--- src/design/modpow_pkg.sv ---
package modpow_pkg;

    localparam int unsigned RES_W = 30;
    localparam int unsigned EXP_W = 63;

    localparam logic [RES_W-1:0] PRIME_MOD  = 30'd1000000007;
    localparam logic [30:0]      BARRETT_MU = 31'd1152921496;
    localparam logic [31:0]      PRIME_X2   = 32'd2000000014;

    typedef enum logic [2:0] {
        ST_IDLE,
        ST_SQR_GO,
        ST_SQR_WAIT,
        ST_MUL_GO,
        ST_MUL_WAIT,
        ST_OUT
    } state_t;

    typedef struct packed {
        logic load;
        logic start;
        logic sel_base;
        logic advance;
    } dp_cmd_t;

    typedef struct packed {
        logic done;
        logic bit_set;
        logic last;
    } dp_status_t;

endpackage

--- src/design/modpow_ctrl.sv ---
module modpow_ctrl
(
    input  logic                   clk,
    input  logic                   rst_n,
    input  logic                   in_valid,
    output logic                   in_ready,
    output logic                   out_valid,
    input  logic                   out_ready,
    input  modpow_pkg::dp_status_t status,
    output modpow_pkg::dp_cmd_t    cmd
);

    modpow_pkg::state_t state_reg;
    modpow_pkg::state_t state_next;

    always_ff @(posedge clk or negedge rst_n)
    begin
        if (!rst_n)
        begin
            state_reg <= modpow_pkg::ST_IDLE;
        end
        else
        begin
            state_reg <= state_next;
        end
    end

    always_comb
    begin
        state_next   = state_reg;
        in_ready     = 1'b0;
        out_valid    = 1'b0;
        cmd.load     = 1'b0;
        cmd.start    = 1'b0;
        cmd.sel_base = 1'b0;
        cmd.advance  = 1'b0;
        case (state_reg)
            modpow_pkg::ST_IDLE:
            begin
                in_ready = 1'b1;
                if (in_valid)
                begin
                    cmd.load   = 1'b1;
                    state_next = modpow_pkg::ST_SQR_GO;
                end
            end
            modpow_pkg::ST_SQR_GO:
            begin
                cmd.start  = 1'b1;
                state_next = modpow_pkg::ST_SQR_WAIT;
            end
            modpow_pkg::ST_SQR_WAIT:
            begin
                if (status.done)
                begin
                    if (status.bit_set)
                    begin
                        state_next = modpow_pkg::ST_MUL_GO;
                    end
                    else if (status.last)
                    begin
                        state_next = modpow_pkg::ST_OUT;
                    end
                    else
                    begin
                        cmd.advance = 1'b1;
                        state_next  = modpow_pkg::ST_SQR_GO;
                    end
                end
            end
            modpow_pkg::ST_MUL_GO:
            begin
                cmd.start    = 1'b1;
                cmd.sel_base = 1'b1;
                state_next   = modpow_pkg::ST_MUL_WAIT;
            end
            modpow_pkg::ST_MUL_WAIT:
            begin
                if (status.done)
                begin
                    if (status.last)
                    begin
                        state_next = modpow_pkg::ST_OUT;
                    end
                    else
                    begin
                        cmd.advance = 1'b1;
                        state_next  = modpow_pkg::ST_SQR_GO;
                    end
                end
            end
            modpow_pkg::ST_OUT:
            begin
                out_valid = 1'b1;
                if (out_ready)
                begin
                    state_next = modpow_pkg::ST_IDLE;
                end
            end
            default:
            begin
                state_next = modpow_pkg::ST_IDLE;
            end
        endcase
    end

endmodule

--- src/design/modpow_dp.sv ---
module modpow_dp
#(
    parameter int EXP_BITS = 63
)
(
    input  logic                             clk,
    input  logic                             rst_n,
    input  modpow_pkg::dp_cmd_t              cmd,
    input  logic [modpow_pkg::RES_W-1:0]     base,
    input  logic [modpow_pkg::EXP_W-1:0]     exponent,
    output modpow_pkg::dp_status_t           status,
    output logic [modpow_pkg::RES_W-1:0]     power
);

    localparam int CNT_W = (EXP_BITS > 1) ? $clog2(EXP_BITS) : 1;

    logic [modpow_pkg::RES_W-1:0] base_reg;
    logic [modpow_pkg::RES_W-1:0] acc_reg;
    logic [EXP_BITS-1:0]          exp_reg;
    logic [CNT_W-1:0]             cnt_reg;

    logic [59:0] prod_reg;
    logic [30:0] q_reg;
    logic [31:0] xlo2_reg;
    logic [31:0] xlo3_reg;
    logic [31:0] qp_reg;
    logic        v1_reg;
    logic        v2_reg;
    logic        v3_reg;

    logic [modpow_pkg::RES_W-1:0] base_red;
    logic [modpow_pkg::RES_W-1:0] opb;
    logic [61:0]                  mu_prod;
    logic [31:0]                  rem;
    logic [modpow_pkg::RES_W-1:0] acc_next;

    // base may sit one modulus too high
    assign base_red = (base >= modpow_pkg::PRIME_MOD) ? base - modpow_pkg::PRIME_MOD : base;
    assign opb      = cmd.sel_base ? base_reg : acc_reg;

    // barrett quotient estimate, short by at most two
    assign mu_prod = 62'(prod_reg[59:29]) * 62'(modpow_pkg::BARRETT_MU);
    assign rem     = xlo3_reg - qp_reg;

    always_comb
    begin
        if (rem >= modpow_pkg::PRIME_X2)
        begin
            acc_next = 30'(rem - modpow_pkg::PRIME_X2);
        end
        else if (rem >= 32'(modpow_pkg::PRIME_MOD))
        begin
            acc_next = 30'(rem - 32'(modpow_pkg::PRIME_MOD));
        end
        else
        begin
            acc_next = 30'(rem);
        end
    end

    always_ff @(posedge clk or negedge rst_n)
    begin
        if (!rst_n)
        begin
            v1_reg <= 1'b0;
            v2_reg <= 1'b0;
            v3_reg <= 1'b0;
        end
        else
        begin
            v1_reg <= cmd.start;
            v2_reg <= v1_reg;
            v3_reg <= v2_reg;
        end
    end

    always_ff @(posedge clk)
    begin
        prod_reg <= 60'(acc_reg) * 60'(opb);
        q_reg    <= mu_prod[61:31];
        xlo2_reg <= prod_reg[31:0];
        qp_reg   <= 32'(q_reg) * 32'(modpow_pkg::PRIME_MOD);
        xlo3_reg <= xlo2_reg;
        if (cmd.load)
        begin
            base_reg <= base_red;
            acc_reg  <= 30'd1;
            exp_reg  <= exponent[EXP_BITS-1:0];
            cnt_reg  <= CNT_W'(EXP_BITS - 1);
        end
        else
        begin
            if (v3_reg)
            begin
                acc_reg <= acc_next;
            end
            if (cmd.advance)
            begin
                exp_reg <= exp_reg << 1;
                cnt_reg <= cnt_reg - CNT_W'(1);
            end
        end
    end

    assign status.done    = v3_reg;
    assign status.bit_set = exp_reg[EXP_BITS-1];
    assign status.last    = (cnt_reg == '0);
    assign power          = acc_reg;

endmodule

--- src/design/modular_power_prime_modulus.sv ---
// channel  dir  tdata fields (low bit up)                   tuser  tlast
// s_       in   base[29:0], exponent[92:30], pad to 96       -      -
// m_       out  power[29:0], pad to 32                      -      -
//
// one word at a time: accept, then one square per scanned exponent bit and
// one multiply per set bit, each through the multiply/barrett pipe
// each square or multiply waits for the previous one to leave that pipe
// rst_n clears the controller and pipe valids; no clearing pass
// s_tready is low from accept until m_tready takes the result; m_tdata holds
module modular_power_prime_modulus
#(
    parameter int EXP_BITS = 63
)
(
    input  logic        clk,
    input  logic        rst_n,
    input  logic        s_tvalid,
    output logic        s_tready,
    input  logic [95:0] s_tdata,   // base[29:0], exponent[92:30], zero[95:93]
    output logic        m_tvalid,
    input  logic        m_tready,
    output logic [31:0] m_tdata    // power[29:0], zero[31:30]
);

    modpow_pkg::dp_cmd_t    cmd;
    modpow_pkg::dp_status_t status;
    logic [modpow_pkg::RES_W-1:0] power;

    modpow_ctrl u_ctrl
    (
        .clk       (clk),
        .rst_n     (rst_n),
        .in_valid  (s_tvalid),
        .in_ready  (s_tready),
        .out_valid (m_tvalid),
        .out_ready (m_tready),
        .status    (status),
        .cmd       (cmd)
    );

    modpow_dp
    #(
        .EXP_BITS (EXP_BITS)
    )
    u_dp
    (
        .clk      (clk),
        .rst_n    (rst_n),
        .cmd      (cmd),
        .base     (s_tdata[29:0]),
        .exponent (s_tdata[92:30]),
        .status   (status),
        .power    (power)
    );

    assign m_tdata = {2'b00, power};

    // result always fully reduced
    assert property (@(posedge clk) disable iff (!rst_n)
        m_tvalid |-> (m_tdata[29:0] < modpow_pkg::PRIME_MOD))
    else $error("power not reduced");

    assert property (@(posedge clk) disable iff (!rst_n)
        !(s_tready && m_tvalid))
    else $error("input open while result pending");

    assert property (@(posedge clk) disable iff (!rst_n)
        (s_tvalid && s_tready) |=> !m_tvalid && !s_tready)
    else $error("accepted word not in progress");

    assert property (@(posedge clk) disable iff (!rst_n)
        (m_tvalid && m_tready) |=> s_tready)
    else $error("not idle after result taken");

endmodule
--- config.mk ---
export PLATFORM = sky130hd
export DESIGN_NAME = modular_power_prime_modulus
export DESIGN_NICKNAME = d
export VERILOG_FILES = /design/src/design/modpow_pkg.sv /design/src/design/modpow_ctrl.sv /design/src/design/modpow_dp.sv /design/src/design/modular_power_prime_modulus.sv
export SDC_FILE = /design/constraint.sdc
export NUM_CORES = 2
export LEC_CHECK = 0
export BUFFER_PORTS_ARGS = -buffer_cell sky130_fd_sc_hd__buf_4
export CAP_MARGIN = 20
export CELL_PAD_IN_SITES_DETAIL_PLACEMENT = 0
export CELL_PAD_IN_SITES_GLOBAL_PLACEMENT = 2
export CORE_MARGIN = 2
export CORE_UTILIZATION = 44
export DETAILED_ROUTE_END_ITERATION = 6
export GPL_TIMING_DRIVEN = 0
export PLACE_DENSITY = 0.91
export REMOVE_ABC_BUFFERS = 1
export SKIP_CTS_REPAIR_TIMING = 1
export SKIP_LAST_GASP = 1
export SYNTH_ARGS = -nofsm -noshare
export SYNTH_HDL_FRONTEND = slang
export SYNTH_HIERARCHICAL = 1
export SYNTH_SLANG_ARGS = --single-unit
--- constraint.sdc ---
create_clock -name clk -period 11.85 [get_ports clk]
set_input_delay 1.185 -clock clk [delete_from_list [all_inputs] [get_ports clk]]
set_output_delay 1.185 -clock clk [all_outputs]
set_load 0.02 [all_outputs]
==> flow_summary.rst <==
.. list-table::
   :header-rows: 1

   * - Metric
     - Value
   * - Sum of routed wire length over all layers
     - between 150000 and 200000 um
   * - Ports placed on the boundary
     - 134
   * - Number of instances in the synthesized netlist
     - 6358
   * - Maximum capacitance violations
     - 0
   * - Switching pwr
     - 620 uW
   * - Reported leakage power
     - 0.0335 uW
   * - Distinct cells, synth
     - 94
   * - Rel. slew slack
     - 24.5%
   * - Yosys warns
     - 6
   * - DP Cell Count
     - just over 8000
   * - Worst Path Arrival
     - 11.52 ns
   * - Seq pwr share
     - 44.0%
   * - Sequential area share after synthesis
     - 11.8%
   * - Num Clock Sinks
     - 322
   * - Maximum VDD drop
     - 96.5 uV
   * - Ratio of total power to cell area
     - roughly 38 nW/um^2
   * - Detailed-route DRC error count
     - 0
   * - Layout cells sized above 1
     - 6.33%
   * - Antenna-violating nets left
     - 0
   * - Final period demand of the worst path
     - 11.08 ns
   * - First-pass GRT wire length
     - 271000 um
   * - Number of global-route vias before repair
     - 46900
   * - Required time of the critical path
     - 12.29 ns
   * - Syn-to-layout area delta
     - 7.66%
   * - Count of port buffers added during placement
     - 128
   * - Final Hold Fails
     - 0
   * - Period utilization
     - 93.5%
   * - Fraction of registers with async set/reset
     - 1.86%
   * - Clock root buffer
     - sky130_fd_sc_hd__clkbuf_16
   * - CP Max Fanout
     - 30
   * - Number of enable flip-flop cells after synthesis
     - 93
   * - Clock insertion delay at the later pin of the skew report
     - about 0.66 ns
   * - Final-stage net count
     - 8459
   * - Setup_tns
     - 0 ns
   * - Top_reg_cell synth
     - sky130_fd_sc_hd__dfxtp_1
   * - Number of buffers created by CTS
     - 43
   * - Final max-slew violation count
     - 0
   * - Number of H-tree levels
     - 2
   * - Clk pin slew, worst setup/hold paths
     - 0.06 ns
   * - Flip-flop count of the largest register, all copies and words added
     - 63
   * - Antenna violations before repair
     - 7
   * - Class of the most critical hold timing path
     - flop to flop
   * - Cell internal pwr
     - between 1500 and 2000 uW
   * - Post-Route Utilization
     - 47.6%
   * - Top post-synthesis cells by area
     - sky130_fd_sc_hd__fa_1 (39%), sky130_fd_sc_hd__ha_1 (16%), sky130_fd_sc_hd__inv_1 (8.9%)
   * - PnR worst setup slack
     - 0.769 ns
   * - Worst Setup Path Type
     - flop to flop
   * - Estimated wirelength of the detail-placed design
     - 136000 um
   * - Top-area cell type share of the netlist area
     - 39.2%
   * - Tightest Pin Transition
     - 1.12 ns
   * - Maximum clock skew at final layout
     - approximately 0.046 ns
   * - Synth Register Bits
     - 322
   * - Final Non-Filler Cells
     - 8263
   * - Part of the total power dissipated in combinational logic
     - 1.7%
   * - Number of DRC markers in iteration 0
     - between 2000 and 3000
   * - Clock network fraction of total power
     - 54.3%
   * - Wirelength per Cell
     - approximately 21 um
   * - Setup repair after global routing missed its margin
     - no
   * - Final RePlAce weighted congestion
     - a little over 0.9
   * - Placement-stage worst setup slack
     - approximately 0.16 ns
   * - Mean number of vias per cell
     - 5.22
   * - Category of the worst setup path launch point
     - flop
   * - Post-synthesis cell type with the largest combined area
     - sky130_fd_sc_hd__fa_1
   * - Final-report setup violation count
     - 0
   * - Die area
     - roughly 150000 sq um
   * - Total gr overflow
     - 0
   * - Stage delay of the slowest cell on the critical path
     - 0.87 ns
   * - Number of detailed-routing iterations run before antenna repair
     - 7
   * - Achievable Freq
     - 0.0902 GHz
   * - Cell area after synthesis
     - 62500 sq um
   * - Number of vias in the routed layout
     - 43100
   * - Critical path's most frequent cell
     - sky130_fd_sc_hd__fa_1
   * - Switching fraction of total power
     - between 20% and 30%
   * - Avg Inst Size Synth
     - 9.83 sq um
   * - Floorplan Core Area
     - 141000 sq um
   * - Clock tree from TritonCTS
     - done
   * - Highest-delay cell along the critical path
     - sky130_fd_sc_hd__a2111oi_1
   * - Longest Clk Path Bufs
     - 3
   * - Total GRT Usage
     - 24.3%
   * - Cell row count
     - 138
   * - Status
     - complete, no violations
   * - Pin count of the biggest net entering global routing
     - 65
   * - Die X-Extent
     - 381 um
   * - Reg-to-reg slack, setup
     - 0.77 ns
   * - Endpoint type of the worst setup path
     - flop
   * - Effective utilization at floorplan
     - 44.3%
   * - DIE HEIGHT
     - 381 um
[per-layer routing]
layer  vias to the layer above  GRT usage [%]  part of all wire [%]
met5                         -              0                0.0076
li1                      19500              -                     -
met4                         2           7.33                   3.3
met3                       258           4.34                   6.7
met2                      1218           39.9                    47
met1                     22100           32.9                    43
[power groups by stage]
stage | Clock, uW | Sequential, uW | Combinational, uW
floorplan | 0 | 1150 | 11.2
global placement | 0 | 1150 | 43.4
detailed placement | 0 | 1150 | 44.9
CTS | 1450 | 1130 | 45.1
global route | 1470 | 1130 | 48.9
finish | 1390 | 1130 | 44.7
[area by class of cell]
class / instances / area [sq um]
inverters: 1479 / 5550
flip-flops and latches: 322 / 7440
repair buffers: 169 / 1740
clock buffers: 50 / 1150
clock inverters: 29 / 345
well taps: 1890 / 2360
fillers: 13400 / 73900
diodes: 3 / 7.51
multi-input cells: 4321 / 48700
[cell usage after synthesis, types with 35 or more instances]
master,instances
sky130_fd_sc_hd__xnor2_1,133
sky130_fd_sc_hd__o21ai_0,90
sky130_fd_sc_hd__mux2_2,91
sky130_fd_sc_hd__dfxtp_1,223
sky130_fd_sc_hd__and3_1,35
sky130_fd_sc_hd__o21a_1,46
sky130_fd_sc_hd__nor3_1,45
sky130_fd_sc_hd__fa_1,1224
sky130_fd_sc_hd__inv_1,1478
sky130_fd_sc_hd__nand2_1,496
sky130_fd_sc_hd__nand3_1,45
sky130_fd_sc_hd__and2_1,433
sky130_fd_sc_hd__clkbuf_1,217
sky130_fd_sc_hd__a21o_1,90
sky130_fd_sc_hd__edfxtp_1,93
sky130_fd_sc_hd__ha_1,799
sky130_fd_sc_hd__nor2_1,144
sky130_fd_sc_hd__nor2b_1,101
sky130_fd_sc_hd__xor2_1,65
sky130_fd_sc_hd__a21oi_1,144
[final timing paths]
kind / cells after the start / endpoint / start
setup / recovery: 31 / u_dp/prod_reg[54]$_DFF_P_ / u_ctrl/state_reg[2]$_DFFE_PN0P_
hold / removal: 0 / u_dp/xlo2_reg[9]$_DFF_P_ / u_dp/prod_reg[9]$_DFF_P_
setup reg to reg: 31 / u_dp/prod_reg[54]$_DFF_P_ / u_ctrl/state_reg[2]$_DFFE_PN0P_
hold reg to reg: 0 / u_dp/xlo2_reg[9]$_DFF_P_ / u_dp/prod_reg[9]$_DFF_P_
max in group asynchronous: 1 / u_ctrl/state_reg[0]$_DFFE_PN0P_ / rst_n
min in group asynchronous: 1 / u_ctrl/state_reg[1]$_DFFE_PN0P_ / rst_n
[placed cells by master, fill, tap and decap left out, types with 11 or more instances in the layout]
cell                           n
sky130_fd_sc_hd__a211o_1      12
sky130_fd_sc_hd__a211oi_1     26
sky130_fd_sc_hd__a21o_1       90
sky130_fd_sc_hd__a21oi_1     144
sky130_fd_sc_hd__a31oi_1      15
sky130_fd_sc_hd__and2_1      432
sky130_fd_sc_hd__and3_1       35
sky130_fd_sc_hd__buf_12       24
sky130_fd_sc_hd__buf_4       136
sky130_fd_sc_hd__clkbuf_16    45
sky130_fd_sc_hd__dfxtp_1     193
sky130_fd_sc_hd__dfxtp_2      30
sky130_fd_sc_hd__edfxtp_1     93
sky130_fd_sc_hd__fa_1       1224
sky130_fd_sc_hd__ha_1        799
sky130_fd_sc_hd__inv_1      1477
sky130_fd_sc_hd__mux2_2       91
sky130_fd_sc_hd__nand2_1     496
sky130_fd_sc_hd__nand2b_1     29
sky130_fd_sc_hd__nand3_1      45
sky130_fd_sc_hd__nand4_1      20
sky130_fd_sc_hd__nor2_1      143
sky130_fd_sc_hd__nor2b_1     101
sky130_fd_sc_hd__nor3_1       45
sky130_fd_sc_hd__o21a_1       46
sky130_fd_sc_hd__o21ai_0      89
sky130_fd_sc_hd__o21bai_1     23
sky130_fd_sc_hd__o22ai_1      11
sky130_fd_sc_hd__o31ai_1      12
sky130_fd_sc_hd__or3_1        14
sky130_fd_sc_hd__xnor2_1     133
sky130_fd_sc_hd__xor2_1       65
[cells by family after synthesis]
logic type / count (synthesis) / synth area share, %
AOI/OAI and AO/OA: 590 / 6.51
xor gates and xnor gates: 198 / 2.77
adders and majority gates: 2023 / 55.2
buffers and inverters: 1716 / 10.4
DFF: 322 / 11.8
muxes: 104 / 1.86
other: 1 / 0.00600
and+or+nand+nor: 1404 / 11.4
[critical path: cells and delay by family, from the launching register on]
family	cells	cell delay [ns]
fa+ha+maj	9	4.06
compound gates	7	3.21
simple gates	6	1.29
buf+inv	8	1.10
xor+xnor	1	0.61
flops	1	0.49
[per-stage QoR]
step / hold WS [ns] / total power [uW] / cell area [sq um]
final: 0.318 / 2570 / 67300
after global routing: 0.319 / 2650 / 67300
after CTS: 0.299 / 2620 / 67200
after detailed placement: 0.312 / 1200 / 65700
after global placement: 0.310 / 1200 / 64900
after floorplan: 0.310 / 1160 / 61600
(Power assumes the default switching activity.)
